$ cat config.mk
export PLATFORM = sky130hd
export DESIGN_NAME = antialiased_line_rasterizer_core
export DESIGN_NICKNAME = d
export VERILOG_FILES = /design/src/aalr_pkg.sv /design/src/aalr_ctrl.sv /design/src/aalr_dp.sv /design/src/antialiased_line_rasterizer_core.sv
export VERILOG_INCLUDE_DIRS = /design/src /design/src/src
export SDC_FILE = /design/constraint.sdc
export NUM_CORES = 2
export LEC_CHECK = 0
export BUFFER_PORTS_ARGS = -buffer_cell sky130_fd_sc_hd__buf_2
export CELL_PAD_IN_SITES_DETAIL_PLACEMENT = 1
export CELL_PAD_IN_SITES_GLOBAL_PLACEMENT = 1
export CORE_ASPECT_RATIO = 1.4
export CORE_MARGIN = 2
export CORE_UTILIZATION = 38
export CTS_CLUSTER_SIZE = 14
export DETAILED_ROUTE_END_ITERATION = 12
export GPL_TIMING_DRIVEN = 0
export PLACE_DENSITY = 0.72
export SYNTH_ARGS = -nofsm -noshare
export SYNTH_HDL_FRONTEND = slang
export SYNTH_SLANG_ARGS = --single-unit
$ cat constraint.sdc
create_clock -name clk -period 16.5 [get_ports clk]
set_clock_uncertainty 0.1 [all_clocks]
set_input_delay 3.3 -clock clk [delete_from_list [all_inputs] [get_ports clk]]
set_output_delay 3.3 -clock clk [all_outputs]
set_load 0.05 [all_outputs]
$ cat src/antialiased_line_rasterizer_core_assert.svh
// ---------------------------------------------------------------------------
// Assertion macros for the antialiased line rasterizer
// Clocked on clk, disabled while arst_n is low.
// ---------------------------------------------------------------------------
`ifndef ANTIALIASED_LINE_RASTERIZER_CORE_ASSERT_SVH
`define ANTIALIASED_LINE_RASTERIZER_CORE_ASSERT_SVH

// same-cycle implication
`define AALR_ASSERT_NOW(lbl, ante, cons, msg) \
	lbl: assert property (@(posedge clk) disable iff (!arst_n) (ante) |-> (cons)) \
		else $error(msg);

// next-cycle implication
`define AALR_ASSERT_NXT(lbl, ante, cons, msg) \
	lbl: assert property (@(posedge clk) disable iff (!arst_n) (ante) |=> (cons)) \
		else $error(msg);

`endif

$ cat src/aalr_pkg.sv
// ---------------------------------------------------------------------------
// aalr_pkg
// Shared constants, controller states and command/status bundles.
// ---------------------------------------------------------------------------
package aalr_pkg;

	localparam int COORD_FRAC_BITS     = 6;
	localparam int SLOPE_FRAC_BITS     = 16;
	localparam int INTENSITY_FRAC_BITS = 8;
	localparam int MAX_SCREEN_DIM      = 4096;

	localparam int DIV_STEPS = SLOPE_FRAC_BITS + 1;

	localparam logic OP_LOAD = 1'b0;
	localparam logic OP_NEXT = 1'b1;

	localparam logic [1:0] REG_SCREEN_WIDTH  = 2'd0;
	localparam logic [1:0] REG_SCREEN_HEIGHT = 2'd1;

	localparam logic [1:0] PH_FIRST  = 2'd0;
	localparam logic [1:0] PH_SECOND = 2'd1;
	localparam logic [1:0] PH_INNER  = 2'd2;

	typedef enum logic [2:0] {
		ST_IDLE,
		ST_DIV,
		ST_SLOPE,
		ST_EP0,
		ST_EP1,
		ST_SHADE
	} state_t;

	typedef struct packed {
		logic load;
		logic div_step;
		logic slope;
		logic ep0;
		logic ep1;
		logic col;
		logic shade;
	} cmd_t;

	typedef struct packed {
		logic line_active;
		logic div_last;
		logic out_busy;
	} sts_t;

endpackage

$ cat src/aalr_ctrl.sv
// ---------------------------------------------------------------------------
// aalr_ctrl
// Sequencer: load, division steps, endpoint setup, column shading.
// ---------------------------------------------------------------------------
module aalr_ctrl import aalr_pkg::*; (
	input  logic   clk,
	input  logic   arst_n,
	input  logic   in_valid,
	input  logic   opcode,
	input  sts_t   sts,
	output logic   in_stall,
	output cmd_t   cmd,
	output state_t state
);

	state_t state_q, state_d;
	logic   accept;

	assign accept   = in_valid && (state_q == ST_IDLE);
	assign in_stall = (state_q != ST_IDLE);
	assign state    = state_q;

	always_ff @(posedge clk or negedge arst_n) begin
		if (!arst_n) begin
			state_q <= ST_IDLE;
		end else begin
			state_q <= state_d;
		end
	end

	always_comb begin
		state_d = state_q;
		unique case (state_q)
			ST_IDLE: begin
				if (accept && opcode == OP_LOAD) begin
					state_d = ST_DIV;
				end else if (accept && sts.line_active) begin
					state_d = ST_SHADE;
				end
			end
			ST_DIV: begin
				if (sts.div_last) begin
					state_d = ST_SLOPE;
				end
			end
			ST_SLOPE: state_d = ST_EP0;
			ST_EP0:   state_d = ST_EP1;
			ST_EP1:   state_d = ST_IDLE;
			ST_SHADE: begin
				if (!sts.out_busy) begin
					state_d = ST_IDLE;
				end
			end
			default:  state_d = ST_IDLE;
		endcase
	end

	always_comb begin
		cmd          = '0;
		cmd.load     = accept && (opcode == OP_LOAD);
		cmd.col      = accept && (opcode == OP_NEXT) && sts.line_active;
		cmd.div_step = (state_q == ST_DIV);
		cmd.slope    = (state_q == ST_SLOPE);
		cmd.ep0      = (state_q == ST_EP0);
		cmd.ep1      = (state_q == ST_EP1);
		cmd.shade    = (state_q == ST_SHADE) && !sts.out_busy;
	end

endmodule

$ cat src/aalr_dp.sv
// ---------------------------------------------------------------------------
// aalr_dp
// Datapath: setup, gradient divider, endpoint terms, column stepping,
// shading, screen mapping and the output register.
// ---------------------------------------------------------------------------
module aalr_dp import aalr_pkg::*; (
	input  logic               clk,
	input  logic               arst_n,
	input  cmd_t               cmd,
	output sts_t               sts,
	input  logic signed [17:0] start_x,
	input  logic signed [17:0] start_y,
	input  logic signed [17:0] end_x,
	input  logic signed [17:0] end_y,
	input  logic [23:0]        line_color,
	input  logic               cfg_valid,
	input  logic [1:0]         cfg_index,
	input  logic [12:0]        cfg_data,
	input  logic               out_stall,
	output logic               out_valid,
	output logic [11:0]        upper_x,
	output logic [11:0]        upper_y,
	output logic [31:0]        upper_argb,
	output logic               upper_visible,
	output logic [11:0]        lower_x,
	output logic [11:0]        lower_y,
	output logic [31:0]        lower_argb,
	output logic               lower_visible,
	output logic               last_column
);

	typedef struct packed {
		logic signed [12:0] col;
		logic signed [28:0] yq;
		logic [6:0]         gap;
	} ep_t;

	function automatic ep_t endpoint_f(input logic signed [17:0] xq,
		input logic signed [17:0] yin, input logic signed [17:0] slope, input logic second);
		ep_t                r;
		logic [18:0]        mag;
		logic signed [12:0] xe;
		logic signed [19:0] dfull;
		logic signed [6:0]  d;
		logic signed [24:0] prod;
		logic [5:0]         frac;
		if (!xq[17]) begin
			mag = 19'(xq) + 19'd32;
			xe  = 13'(mag >> COORD_FRAC_BITS);
		end else begin
			mag = 19'(-20'(xq)) + 19'd32;
			xe  = -13'(mag >> COORD_FRAC_BITS);
		end
		dfull = (20'(xe) <<< COORD_FRAC_BITS) - 20'(xq);
		d     = dfull[6:0];
		prod  = 25'(slope) * 25'(d);
		frac  = xq[5:0] + 6'd32;
		r.col = xe;
		r.yq  = (29'(yin) <<< (SLOPE_FRAC_BITS - COORD_FRAC_BITS)) + 29'(prod >>> COORD_FRAC_BITS);
		r.gap = second ? {1'b0, frac} : (7'd64 - {1'b0, frac});
		return r;
	endfunction

	function automatic logic [31:0] shade_f(input logic [23:0] c, input logic [8:0] i);
		logic [31:0] res;
		logic [16:0] p;
		logic [8:0]  s;
		res = 32'hFF00_0000;
		for (int k = 0; k < 3; k++) begin
			p = 17'(c[k*8 +: 8]) * 17'(i);
			s = 9'(p >> INTENSITY_FRAC_BITS);
			res[k*8 +: 8] = s[8] ? 8'hFF : s[7:0];
		end
		return res;
	endfunction

	// configuration
	logic [12:0] width_q, height_q, cfg_clamped;
	assign cfg_clamped = (cfg_data > 13'(MAX_SCREEN_DIM)) ? 13'(MAX_SCREEN_DIM) : cfg_data;

	always_ff @(posedge clk or negedge arst_n) begin
		if (!arst_n) begin
			width_q  <= 13'd640;
			height_q <= 13'd480;
		end else if (cfg_valid) begin
			if (cfg_index == REG_SCREEN_WIDTH) width_q <= cfg_clamped;
			if (cfg_index == REG_SCREEN_HEIGHT) height_q <= cfg_clamped;
		end
	end

	// load setup
	logic signed [18:0] ddx, ddy, oax, oay, obx, oby, dx_l, dy_l;
	logic [18:0]        adx, ady, ady_o;
	logic               steep_l, swap_l;
	logic signed [17:0] a0x, a0y, b0x, b0y;
	logic [36:0]        num_l;

	always_comb begin
		ddx     = 19'(end_x) - 19'(start_x);
		ddy     = 19'(end_y) - 19'(start_y);
		adx     = ddx[18] ? 19'(-ddx) : 19'(ddx);
		ady     = ddy[18] ? 19'(-ddy) : 19'(ddy);
		steep_l = ady > adx;
		a0x     = steep_l ? start_y : start_x;
		a0y     = steep_l ? start_x : start_y;
		b0x     = steep_l ? end_y : end_x;
		b0y     = steep_l ? end_x : end_y;
		swap_l  = a0x > b0x;
		oax     = 19'(swap_l ? b0x : a0x);
		oay     = 19'(swap_l ? b0y : a0y);
		obx     = 19'(swap_l ? a0x : b0x);
		oby     = 19'(swap_l ? a0y : b0y);
		dx_l    = obx - oax;
		dy_l    = oby - oay;
		ady_o   = dy_l[18] ? 19'(-dy_l) : 19'(dy_l);
		num_l   = {1'b0, ady_o, 17'b0} + 37'(dx_l);
	end

	logic signed [17:0] ax_q, ay_q, bx_q, by_q, slope_q;
	logic [19:0]        den_q, rem_q;
	logic [16:0]        nsh_q, quo_q;
	logic [4:0]         cnt_q;
	logic               dyneg_q, dxzero_q, steep_q;
	logic [23:0]        color_q;

	// divider step
	logic [20:0] trial;
	logic        ge;
	assign trial = {rem_q, nsh_q[16]};
	assign ge    = trial >= {1'b0, den_q};

	ep_t ep_sel, ep0_q, ep1_q;
	assign ep_sel = endpoint_f(cmd.ep0 ? ax_q : bx_q, cmd.ep0 ? ay_q : by_q, slope_q, cmd.ep1);

	always_ff @(posedge clk) begin
		if (cmd.load) begin
			ax_q     <= oax[17:0];
			ay_q     <= oay[17:0];
			bx_q     <= obx[17:0];
			by_q     <= oby[17:0];
			steep_q  <= steep_l;
			dyneg_q  <= dy_l[18];
			dxzero_q <= (dx_l == '0);
			den_q    <= {dx_l[18:0], 1'b0};
			rem_q    <= num_l[36:17];
			nsh_q    <= num_l[16:0];
			color_q  <= line_color;
		end
		if (cmd.div_step) begin
			rem_q <= ge ? 20'(trial - {1'b0, den_q}) : trial[19:0];
			nsh_q <= {nsh_q[15:0], 1'b0};
			quo_q <= {quo_q[15:0], ge};
		end
		if (cmd.slope) begin
			slope_q <= dxzero_q ? 18'sd65536 : (dyneg_q ? -18'(quo_q) : 18'(quo_q));
		end
		if (cmd.ep0) begin
			ep0_q <= ep_sel;
		end
	end

	always_ff @(posedge clk or negedge arst_n) begin
		if (!arst_n) begin
			cnt_q <= '0;
		end else if (cmd.load) begin
			cnt_q <= 5'(DIV_STEPS);
		end else if (cmd.div_step) begin
			cnt_q <= cnt_q - 5'd1;
		end
	end

	// column stepping
	logic               active_q;
	logic [1:0]         phase_q;
	logic signed [12:0] cursor_q, limit_q;
	logic signed [28:0] run_q;
	logic signed [13:0] cur_next;
	assign cur_next = 14'(cursor_q) + 14'sd1;

	ep_t                cs;
	logic               last_c;
	logic [15:0]        fy;
	logic [16:0]        rf;
	logic [23:0]        pu;
	logic [22:0]        pl;

	always_comb begin
		unique case (phase_q)
			PH_FIRST: begin
				cs     = ep0_q;
				last_c = 1'b0;
			end
			PH_SECOND: begin
				cs     = ep1_q;
				last_c = cursor_q >= limit_q;
			end
			default: begin
				cs.col = cursor_q;
				cs.yq  = run_q;
				cs.gap = 7'(1 << COORD_FRAC_BITS);
				last_c = cur_next >= 14'(limit_q);
			end
		endcase
		fy = cs.yq[15:0];
		rf = 17'(1 << SLOPE_FRAC_BITS) - {1'b0, fy};
		pu = 24'(rf) * 24'(cs.gap);
		pl = 23'(fy) * 23'(cs.gap);
	end

	always_ff @(posedge clk or negedge arst_n) begin
		if (!arst_n) begin
			active_q <= 1'b0;
			phase_q  <= PH_FIRST;
		end else if (cmd.load) begin
			active_q <= 1'b0;
			phase_q  <= PH_FIRST;
		end else if (cmd.ep1) begin
			active_q <= 1'b1;
		end else if (cmd.col) begin
			if (phase_q == PH_FIRST) begin
				phase_q <= PH_SECOND;
			end else if (last_c) begin
				active_q <= 1'b0;
			end else begin
				phase_q <= PH_INNER;
			end
		end
	end

	logic [8:0]         iu_s1, il_s1;
	logic signed [12:0] col_s1, ip_s1;
	logic               last_s1;

	always_ff @(posedge clk) begin
		if (cmd.ep1) begin
			ep1_q    <= ep_sel;
			limit_q  <= ep_sel.col;
			cursor_q <= ep0_q.col + 13'sd1;
			run_q    <= ep0_q.yq + 29'(slope_q);
		end else if (cmd.col && phase_q == PH_INNER) begin
			cursor_q <= cur_next[12:0];
			run_q    <= run_q + 29'(slope_q);
		end
		if (cmd.col) begin
			iu_s1   <= 9'(pu >> (SLOPE_FRAC_BITS + COORD_FRAC_BITS - INTENSITY_FRAC_BITS));
			il_s1   <= 9'(pl >> (SLOPE_FRAC_BITS + COORD_FRAC_BITS - INTENSITY_FRAC_BITS));
			col_s1  <= cs.col;
			ip_s1   <= cs.yq[28:16];
			last_s1 <= last_c;
		end
	end

	// screen mapping
	logic signed [13:0] row_u, row_l, colw;
	logic signed [14:0] sxu, syu, sxl, syl, hw, hh, wd, ht;

	always_comb begin
		row_u = 14'(ip_s1);
		row_l = row_u + 14'sd1;
		colw  = 14'(col_s1);
		hw    = $signed({3'b0, width_q[12:1]});
		hh    = $signed({3'b0, height_q[12:1]});
		wd    = $signed({2'b0, width_q});
		ht    = $signed({2'b0, height_q});
		sxu   = 15'(steep_q ? row_u : colw) + hw;
		syu   = hh - 15'(steep_q ? colw : row_u);
		sxl   = 15'(steep_q ? row_l : colw) + hw;
		syl   = hh - 15'(steep_q ? colw : row_l);
	end

	logic ov_q;
	always_ff @(posedge clk or negedge arst_n) begin
		if (!arst_n) begin
			ov_q <= 1'b0;
		end else if (cmd.shade) begin
			ov_q <= 1'b1;
		end else if (!out_stall) begin
			ov_q <= 1'b0;
		end
	end

	always_ff @(posedge clk) begin
		if (cmd.shade) begin
			upper_x       <= sxu[11:0];
			upper_y       <= syu[11:0];
			upper_argb    <= shade_f(color_q, iu_s1);
			upper_visible <= !sxu[14] && sxu < wd && !syu[14] && syu < ht;
			lower_x       <= sxl[11:0];
			lower_y       <= syl[11:0];
			lower_argb    <= shade_f(color_q, il_s1);
			lower_visible <= !sxl[14] && sxl < wd && !syl[14] && syl < ht;
			last_column   <= last_s1;
		end
	end

	assign out_valid       = ov_q;
	assign sts.line_active = active_q;
	assign sts.div_last    = (cnt_q == 5'd1);
	assign sts.out_busy    = ov_q && out_stall;

endmodule

$ cat src/antialiased_line_rasterizer_core.sv
// ---------------------------------------------------------------------------
// antialiased_line_rasterizer_core
// Antialiased line rasterizer: one load per line, then one column per request.
// ---------------------------------------------------------------------------
// Input channel (in_valid/in_stall): opcode 0 loads a line with its color,
// opcode 1 requests the next column. A load produces no output; a request
// with no line in progress is taken and dropped.
// Output channel (out_valid/out_stall): one transfer per column, carrying
// the upper and lower pixel with scaled color and visible flags, and
// last_column on the final one.
// Configuration channel (cfg_valid/cfg_ready): screen width (index 0) and
// height (index 1); cfg_ready is always high. Write only while idle.
// Load: the input stays stalled through the one-bit-a-cycle gradient
// divider, the slope sign step and the two endpoint term steps.
// Column request: coverage is registered in the accept cycle; shading and
// screen mapping then go into the output register in the shading step,
// which waits while the receiver stalls with the previous column held.
// If the receiver stalls, hold the finished column in the output register;
// the block takes one more request and then waits in its shading step.
// Reset clears the sequencer, drops any line and sets 640 x 480.
// ---------------------------------------------------------------------------
module antialiased_line_rasterizer_core import aalr_pkg::*; (
	input  logic               clk,
	input  logic               arst_n,
	input  logic               in_valid,
	output logic               in_stall,
	input  logic               opcode,
	input  logic signed [17:0] start_x,
	input  logic signed [17:0] start_y,
	input  logic signed [17:0] end_x,
	input  logic signed [17:0] end_y,
	input  logic [23:0]        line_color,
	output logic               out_valid,
	input  logic               out_stall,
	output logic [11:0]        upper_x,
	output logic [11:0]        upper_y,
	output logic [31:0]        upper_argb,
	output logic               upper_visible,
	output logic [11:0]        lower_x,
	output logic [11:0]        lower_y,
	output logic [31:0]        lower_argb,
	output logic               lower_visible,
	output logic               last_column,
	input  logic               cfg_valid,
	output logic               cfg_ready,
	input  logic [1:0]         cfg_index,
	input  logic [12:0]        cfg_data
);

	`include "antialiased_line_rasterizer_core_assert.svh"

	cmd_t   cmd;
	sts_t   sts;
	state_t state;

	// configuration writes are always accepted; cfg_ready is tied high
	assign cfg_ready = 1'b1;

	aalr_ctrl u_ctrl (
		.clk      (clk),
		.arst_n   (arst_n),
		.in_valid (in_valid),
		.opcode   (opcode),
		.sts      (sts),
		.in_stall (in_stall),
		.cmd      (cmd),
		.state    (state)
	);

	aalr_dp u_dp (
		.clk           (clk),
		.arst_n        (arst_n),
		.cmd           (cmd),
		.sts           (sts),
		.start_x       (start_x),
		.start_y       (start_y),
		.end_x         (end_x),
		.end_y         (end_y),
		.line_color    (line_color),
		.cfg_valid     (cfg_valid),
		.cfg_index     (cfg_index),
		.cfg_data      (cfg_data),
		.out_stall     (out_stall),
		.out_valid     (out_valid),
		.upper_x       (upper_x),
		.upper_y       (upper_y),
		.upper_argb    (upper_argb),
		.upper_visible (upper_visible),
		.lower_x       (lower_x),
		.lower_y       (lower_y),
		.lower_argb    (lower_argb),
		.lower_visible (lower_visible),
		.last_column   (last_column)
	);

	// shading must never overwrite a column the receiver still holds
	`AALR_ASSERT_NOW(a_no_overwrite, cmd.shade, !(out_valid && out_stall), "column overwritten")
	// a load never yields a column transfer directly after it
	`AALR_ASSERT_NXT(a_load_silent, cmd.load, state == ST_DIV && !cmd.shade, "load produced output")
	// a taken column request always enters the shading step next
	`AALR_ASSERT_NXT(a_col_shades, cmd.col, state == ST_SHADE, "column request lost")

endmodule

* Yosys cells after proc, flatten, opt, wreduce, memory -nomap -nowiden *
Cells that the tools add are included.

cells by class
  bitwise gates (word level) = 2
  $add $sub $neg = 29
  multiplexer cells = 51
  reductions and logical operators = 35
  multiply operators = 9
  eq/ne operators = 16
  magnitude comparators = 10

operators with widths
  operator               number
  $mux 19                7
  $mux 18                6
  $mul 8x9->17           6
  $pmux 49 s2            1
  $lt 15x14->1           4
  $mux 15                4
  $mux 20                3
  $add 29x18->29         2
  $mux 29                2
  $neg 19->19            3
  $mux 13                4
  $mux 17                3
  $sub 18x18->19         2
  $sub 19x19->19         2
  $add 36x37->37         1
  $add 15x13->15         2
  $sub 13x15->15         2
  $add 28x19->29         1
  $add 13x2->14 const B  2
  $mul 18x7->25          1
  $mul 16x7->23          1
  $mul 17x7->23          1
  $ge 21x20->1           1
  $sub 20x20->20         1
  44 further kinds       90

storage, ports and cells
  output and inout bits = 118
  register bits = 512
  logic and storage cells = 200
  bits of input ports = 117

* Longest topological paths before layout *
  depth in word-level cells = 13
  depth in mapped cells = 83
  gate-level depth less buffers = 71

* By module *
Synthesis repeated with hierarchy kept, for this count alone.

second synthesis, totals
  cells, all modules = 6127
  area, all modules = 57579.0 um2

by module, submodules not included
  module                            area each (um2)  cells an instance  times used  sequential area each (um2)
  aalr_dp                           57337.5          6099               1           15107.0
  aalr_ctrl                         230.2            26                 1           75.1
  antialiased_line_rasterizer_core  11.3             2                  1           0.0

* Least setup slack after synthesis *
OpenSTA, ideal clock, no wires.

  kind = input to register
  start = input end_x[0]
  end = register u_dp.rem_q[18], data pin
  data arrival time = 18.203 ns
  buffers on the path = 15
  stages = 76
  library setup time = 0.276 ns
  required time = 16.124 ns
  slack = -2.079 ns
  cells stage by stage = inv_1 -> ha_1 -> inv_1 -> fa_1 -> a21o_1 -> a21oi_1 -> o21ai_0 -> a21oi_1 -> o21ai_0 -> a21oi_1 -> o21bai_1 -> a2111o_1 -> a31o_2 -> a211oi_1 -> nor2_1 -> or4b_1 -> or4_1 -> ha_1 -> [40 not listed] -> buf_2 -> o21ai_0 -> fa_1 -> a21o_1 -> a21oi_1 -> o21bai_1 -> a21oi_1 -> o21bai_1 -> a21oi_1 -> nor2b_1 -> o21a_1 -> o21a_1 -> o211a_1 -> o21ai_0 -> a21oi_1 -> o41ai_1 -> xor2_1 -> a22oi_1

between the ends
  word-level cells in the longest chain between the ends = 13
  elaborated cells on any way between the ends = 20
  classes of those cells = add/sub: 6; order compare: 2; mux: 12

RTL lines
  element                     line                                    RTL
  start: declaration          antialiased_line_rasterizer_core.sv:30  input logic signed [17:0] end_x,
  $sub 18x18->19              aalr_dp.sv:99                           ddx = 19'(end_x) - 19'(start_x);
  $neg 19->19                 aalr_dp.sv:101                          adx = ddx[18] ? 19'(-ddx) : 19'(ddx);
  $mux 19                     aalr_dp.sv:101
  $gt 19x19->1                aalr_dp.sv:103                          steep_l = ady > adx;
  $mux 18 (on tied branches)  aalr_dp.sv:104, aalr_dp.sv:106
  $gt 18x18->1                aalr_dp.sv:108                          swap_l = a0x > b0x;
  $mux 19 *                   aalr_dp.sv:112                          oby = 19'(swap_l ? a0y : b0y);
  via u_dp.oby[2]             aalr_dp.sv:92                           logic signed [18:0] ddx, ddy, oax, oay, obx, oby, dx_l, dy_l;
  $sub 19x19->19 *            aalr_dp.sv:114                          dy_l = oby - oay;
  via u_dp.dy_l[18]           aalr_dp.sv:92
  $neg 19->19                 aalr_dp.sv:115                          ady_o = dy_l[18] ? 19'(-dy_l) : 19'(dy_l);
  $mux 19 *                   aalr_dp.sv:115
  $add 36x37->37 *            aalr_dp.sv:116                          num_l = {1'b0, ady_o, 17'b0} + 37'(dx_l);
  $mux 20 *                   aalr_dp.sv:136                          if (cmd.load) begin
  $mux 20 *                   aalr_dp.sv:149                          if (cmd.div_step) begin
  end signal: assignment      aalr_dp.sv:145                          rem_q <= num_l[36:17];
  end signal: assignment      aalr_dp.sv:150                          rem_q <= ge ? 20'(trial - {1'b0, den_q}) : trial[19:0];
  end: declaration            aalr_dp.sv:120                          logic [19:0] den_q, rem_q;

Mark *: on every way through the listed nets, which the timed path passes. The rest lies on a longest branch. The select of a mux whose other input is x is not followed.
A chain may end at the register's enable or synchronous reset.

* Final worst setup path *
  start = input end_x[0]
  end = register u_dp.rem_q[18], data pin

between the ends
  word-level cells in the longest chain between the ends = 13
  elaborated cells on any way between the ends = 20
  classes of those cells = add/sub: 6; order compare: 2; mux: 12

RTL lines
  element                     line
  $sub 18x18->19              aalr_dp.sv:99
  $neg 19->19                 aalr_dp.sv:101
  $mux 19                     aalr_dp.sv:101
  $gt 19x19->1                aalr_dp.sv:103
  $mux 18 (on tied branches)  aalr_dp.sv:104, aalr_dp.sv:106
  $gt 18x18->1                aalr_dp.sv:108
  $mux 19 *                   aalr_dp.sv:112
  via u_dp.oby[11]            aalr_dp.sv:92
  $sub 19x19->19 *            aalr_dp.sv:114
  $neg 19->19                 aalr_dp.sv:115
  $mux 19 *                   aalr_dp.sv:115
  $add 36x37->37 *            aalr_dp.sv:116
  $mux 20 *                   aalr_dp.sv:136
  $mux 20 *                   aalr_dp.sv:149

Marked as above.

==> out/metrics.cfg <==
[cts]
clkTransAtPathRegs_ns = 0.07
htreeDepth = 2
cts_num_sinks = 512
cts_buffers = 59
hold_buffers = 0
root_buffer = clkbuf_16
clock_latency_ns = 0.76
cts_max_path_buffers = 3
cts_tree = yes

[timing]
period_needed_ns = 16.71
fin_ws_ns = -0.213
worstMarginPinSlew_ns = 1.20
finalHoldViolations = 0
rsz0062_at_grt = true
drv_slew = 0
period_share_pct = 101
setup-violations-final = 3
fmax_ghz = 0.0598
holdWs_ns = 0.331
slew_headroom_pct = 19.4

[final_layout]
final_cells = 8914
nets = 8037
regArea_um2 = 15200
layout-drive-gt1-share_pct = 12.5
syn_to_final_growth_pct = 15.5
multi_input_area_um2 = 40900
postLayoutCoreUtil_pct = 44.2
fill_cells = 17600

[worst_setup_path]
cp_max_fo = 10
crit_type = in -> reg
crit_top_cell = buf_4
cp_num_buf_inv = 30
critical-path-max-stage-delay_ns = 0.59
crit_family = compound AO/OA/AOI/OAI gates
cp_data_required_time_ns = 16.88
critPathArrivalTime_ns = 17.09
endpoint_kind = flip-flop
slowest_stage = a31oi_1
worst_setup_path_start_kind = primary input

[logic_synthesis]
ys_types = 102
post-synth-top-area-cell = edfxtp_1
syn-instance-count = 6324
async_reset_ff_share_pct = 7.42
syn_avg_cell_area_um2 = 9.27
synth_top_flop_cell = edfxtp_1
synth-seq-cells = 512
synth_area_leaders = edfxtp_1, fa_1, ha_1, nand2_1, inv_1
synth_edf_count = 473
yosysWarnings = 0
ys_seq_area_share_pct = 25.9
synth_common_cells = nand2_1, inv_1, ha_1, fa_1, edfxtp_1
yosysTopAreaCellShare_pct = 24.2
yosysMostFrequentCell = nand2_1
syn_area_um2 = 58600

[placement]
io_buffers = 215
numPlacedInstances = 8630
gp_congestion = 0.997
dpl.hpwl_um = 161000

[status]
violations = setup timing
status = finished with violations

[grt]
grt_max_degree = 59
grt_overflow = 0
grt_use_total_pct = 25.3
antenna_found_initial = 2
grt_pass1_vias = 53300
grt_pass1_wl_um = 307000

[drt]
drc_errors = 0
avgViaCountPerCell = 5.43
drt_iter0_drc = 2438
drtAntennaViolNets = 0
vias = 48400
routed_wirelength_um = 200000
routedWlPerCell_um = 22.4
drt_pass1_iterations = 5

[floorplan]
core_um2 = 153000
initial_core_util_pct = 38.2
num_io_pins = 235
die_w_um = 336
die_area_um2 = 158000
num_rows = 170
fp.dieH_um = 469

[flow_run]
drv_cap = 0

[min_path]
hp-class = reg -> reg

==> layer usage <==
layer  vias to the layer above  part of all wire, %  GRT usage, %
met5                         -                    0             0
li1                      22200                    -             -
met1                     24400                   37          26.8
met3                       579                  3.7          2.87
met2                      1257                   52          47.4
met4                         0                  7.4          16.0
==> path summary, 6_finish.rpt <==
check / from / to / slack [ns] / cells after the start
hold reg to reg: u_dp.last_s1$_DFFE_PP_ / u_dp.last_column$_DFFE_PP_ / 0.33 / 0
min in group asynchronous: arst_n / u_dp.width_q[1]$_DFFE_PN0P_ / 2.65 / 1
hold / removal: u_dp.last_s1$_DFFE_PP_ / u_dp.last_column$_DFFE_PP_ / 0.33 / 0
max in group asynchronous: arst_n / u_dp.height_q[12]$_DFFE_PN0P_ / 12.99 / 1
setup / recovery: end_x[0] / u_dp.rem_q[18]$_DFFE_PP_ / -0.21 / 76
setup reg to reg: u_ctrl.state[0]$_DFFE_PN0P_ / u_dp.ep0_q[35]$_DFFE_PP_ / 1.75 / 42
==> kinds of logic after synthesis <==
family,synth area share (%)
AO/OA/AOI/OAI,10.9
multiplexers,3.85
XOR/XNOR,5.53
buffers and inverters,6.61
adder cells (fa/ha/maj),30.5
flip-flops,25.9
other,0.00639
AND/OR/NAND/NOR,16.7
==> what timing repair did <==
item | CTS | global route
buffers inserted | 125 | 51
cloned | 0 | 2
endpoints found under the setup margin | 20 | 16
resized for setup | 207 | 123
pin swaps | 81 | 117
==> sequential cells by signal, indices dropped and copies added, names as in the netlist, 17 cells and up <==
name / cells
u_dp.ep1_q: 49
u_dp.quo_q: 17
u_dp.lower_argb: 24
u_dp.upper_argb: 24
u_dp.ay_q: 18
u_dp.ep0_q: 49
u_dp.rem_q: 20
u_dp.slope_q: 18
u_dp.den_q: 19
u_dp.run_q: 29
u_dp.by_q: 18
u_dp.color_q: 24
u_dp.ax_q: 18
u_dp.nsh_q: 17
u_dp.bx_q: 18
==> stage by stage <==
step,setup WS (ns),area [um2],setup TNS [ns]
2_1_floorplan,0.00477,58900,0
3_3_place_gp,-3.94,62600,-56.86
3_5_place_dp,-4.16,62800,-60.47
4_1_cts,-0.446,66800,-0.902
5_1_grt,-0.615,67700,-2.68
6_report,-0.213,67700,-0.424
==> layout by cell type (no fill, tap or decap), types with 93 or more instances in the layout <==
| master | Yosys | layout |
|---|---|---|
| nor3_1 | 106 | 103 |
| nand2_1 | 830 | 820 |
| edfxtp_1 | 473 | 473 |
| inv_1 | 763 | 752 |
| a21oi_1 | 257 | 234 |
| nor2b_1 | 94 | 93 |
| buf_4 | 20 | 185 |
| clkbuf_1 | 170 | 160 |
| and2_1 | 300 | 298 |
| nor2_1 | 395 | 388 |
| xor2_1 | 118 | 114 |
| buf_2 | 16 | 217 |
| ha_1 | 634 | 619 |
| mux2i_1 | 152 | 134 |
| o21ai_0 | 280 | 253 |
| fa_1 | 489 | 486 |
| xnor2_1 | 252 | 247 |
==> layout make-up <==
cell class / instances / area share, %
inverter: 764 / 4.26
clock buffer: 68 / 2.24
sequential: 512 / 22.4
tap: 2064 / 3.81
buffer: 230 / 2.00
timing repair buffer: 402 / 4.08
antenna: 2 / 0.00739
multi-input combinational: 4828 / 60.4
clock inverter: 44 / 0.822
Power is not shown: default switching activity piles up to over one toggle a cycle in this logic, so the estimate is an artifact.
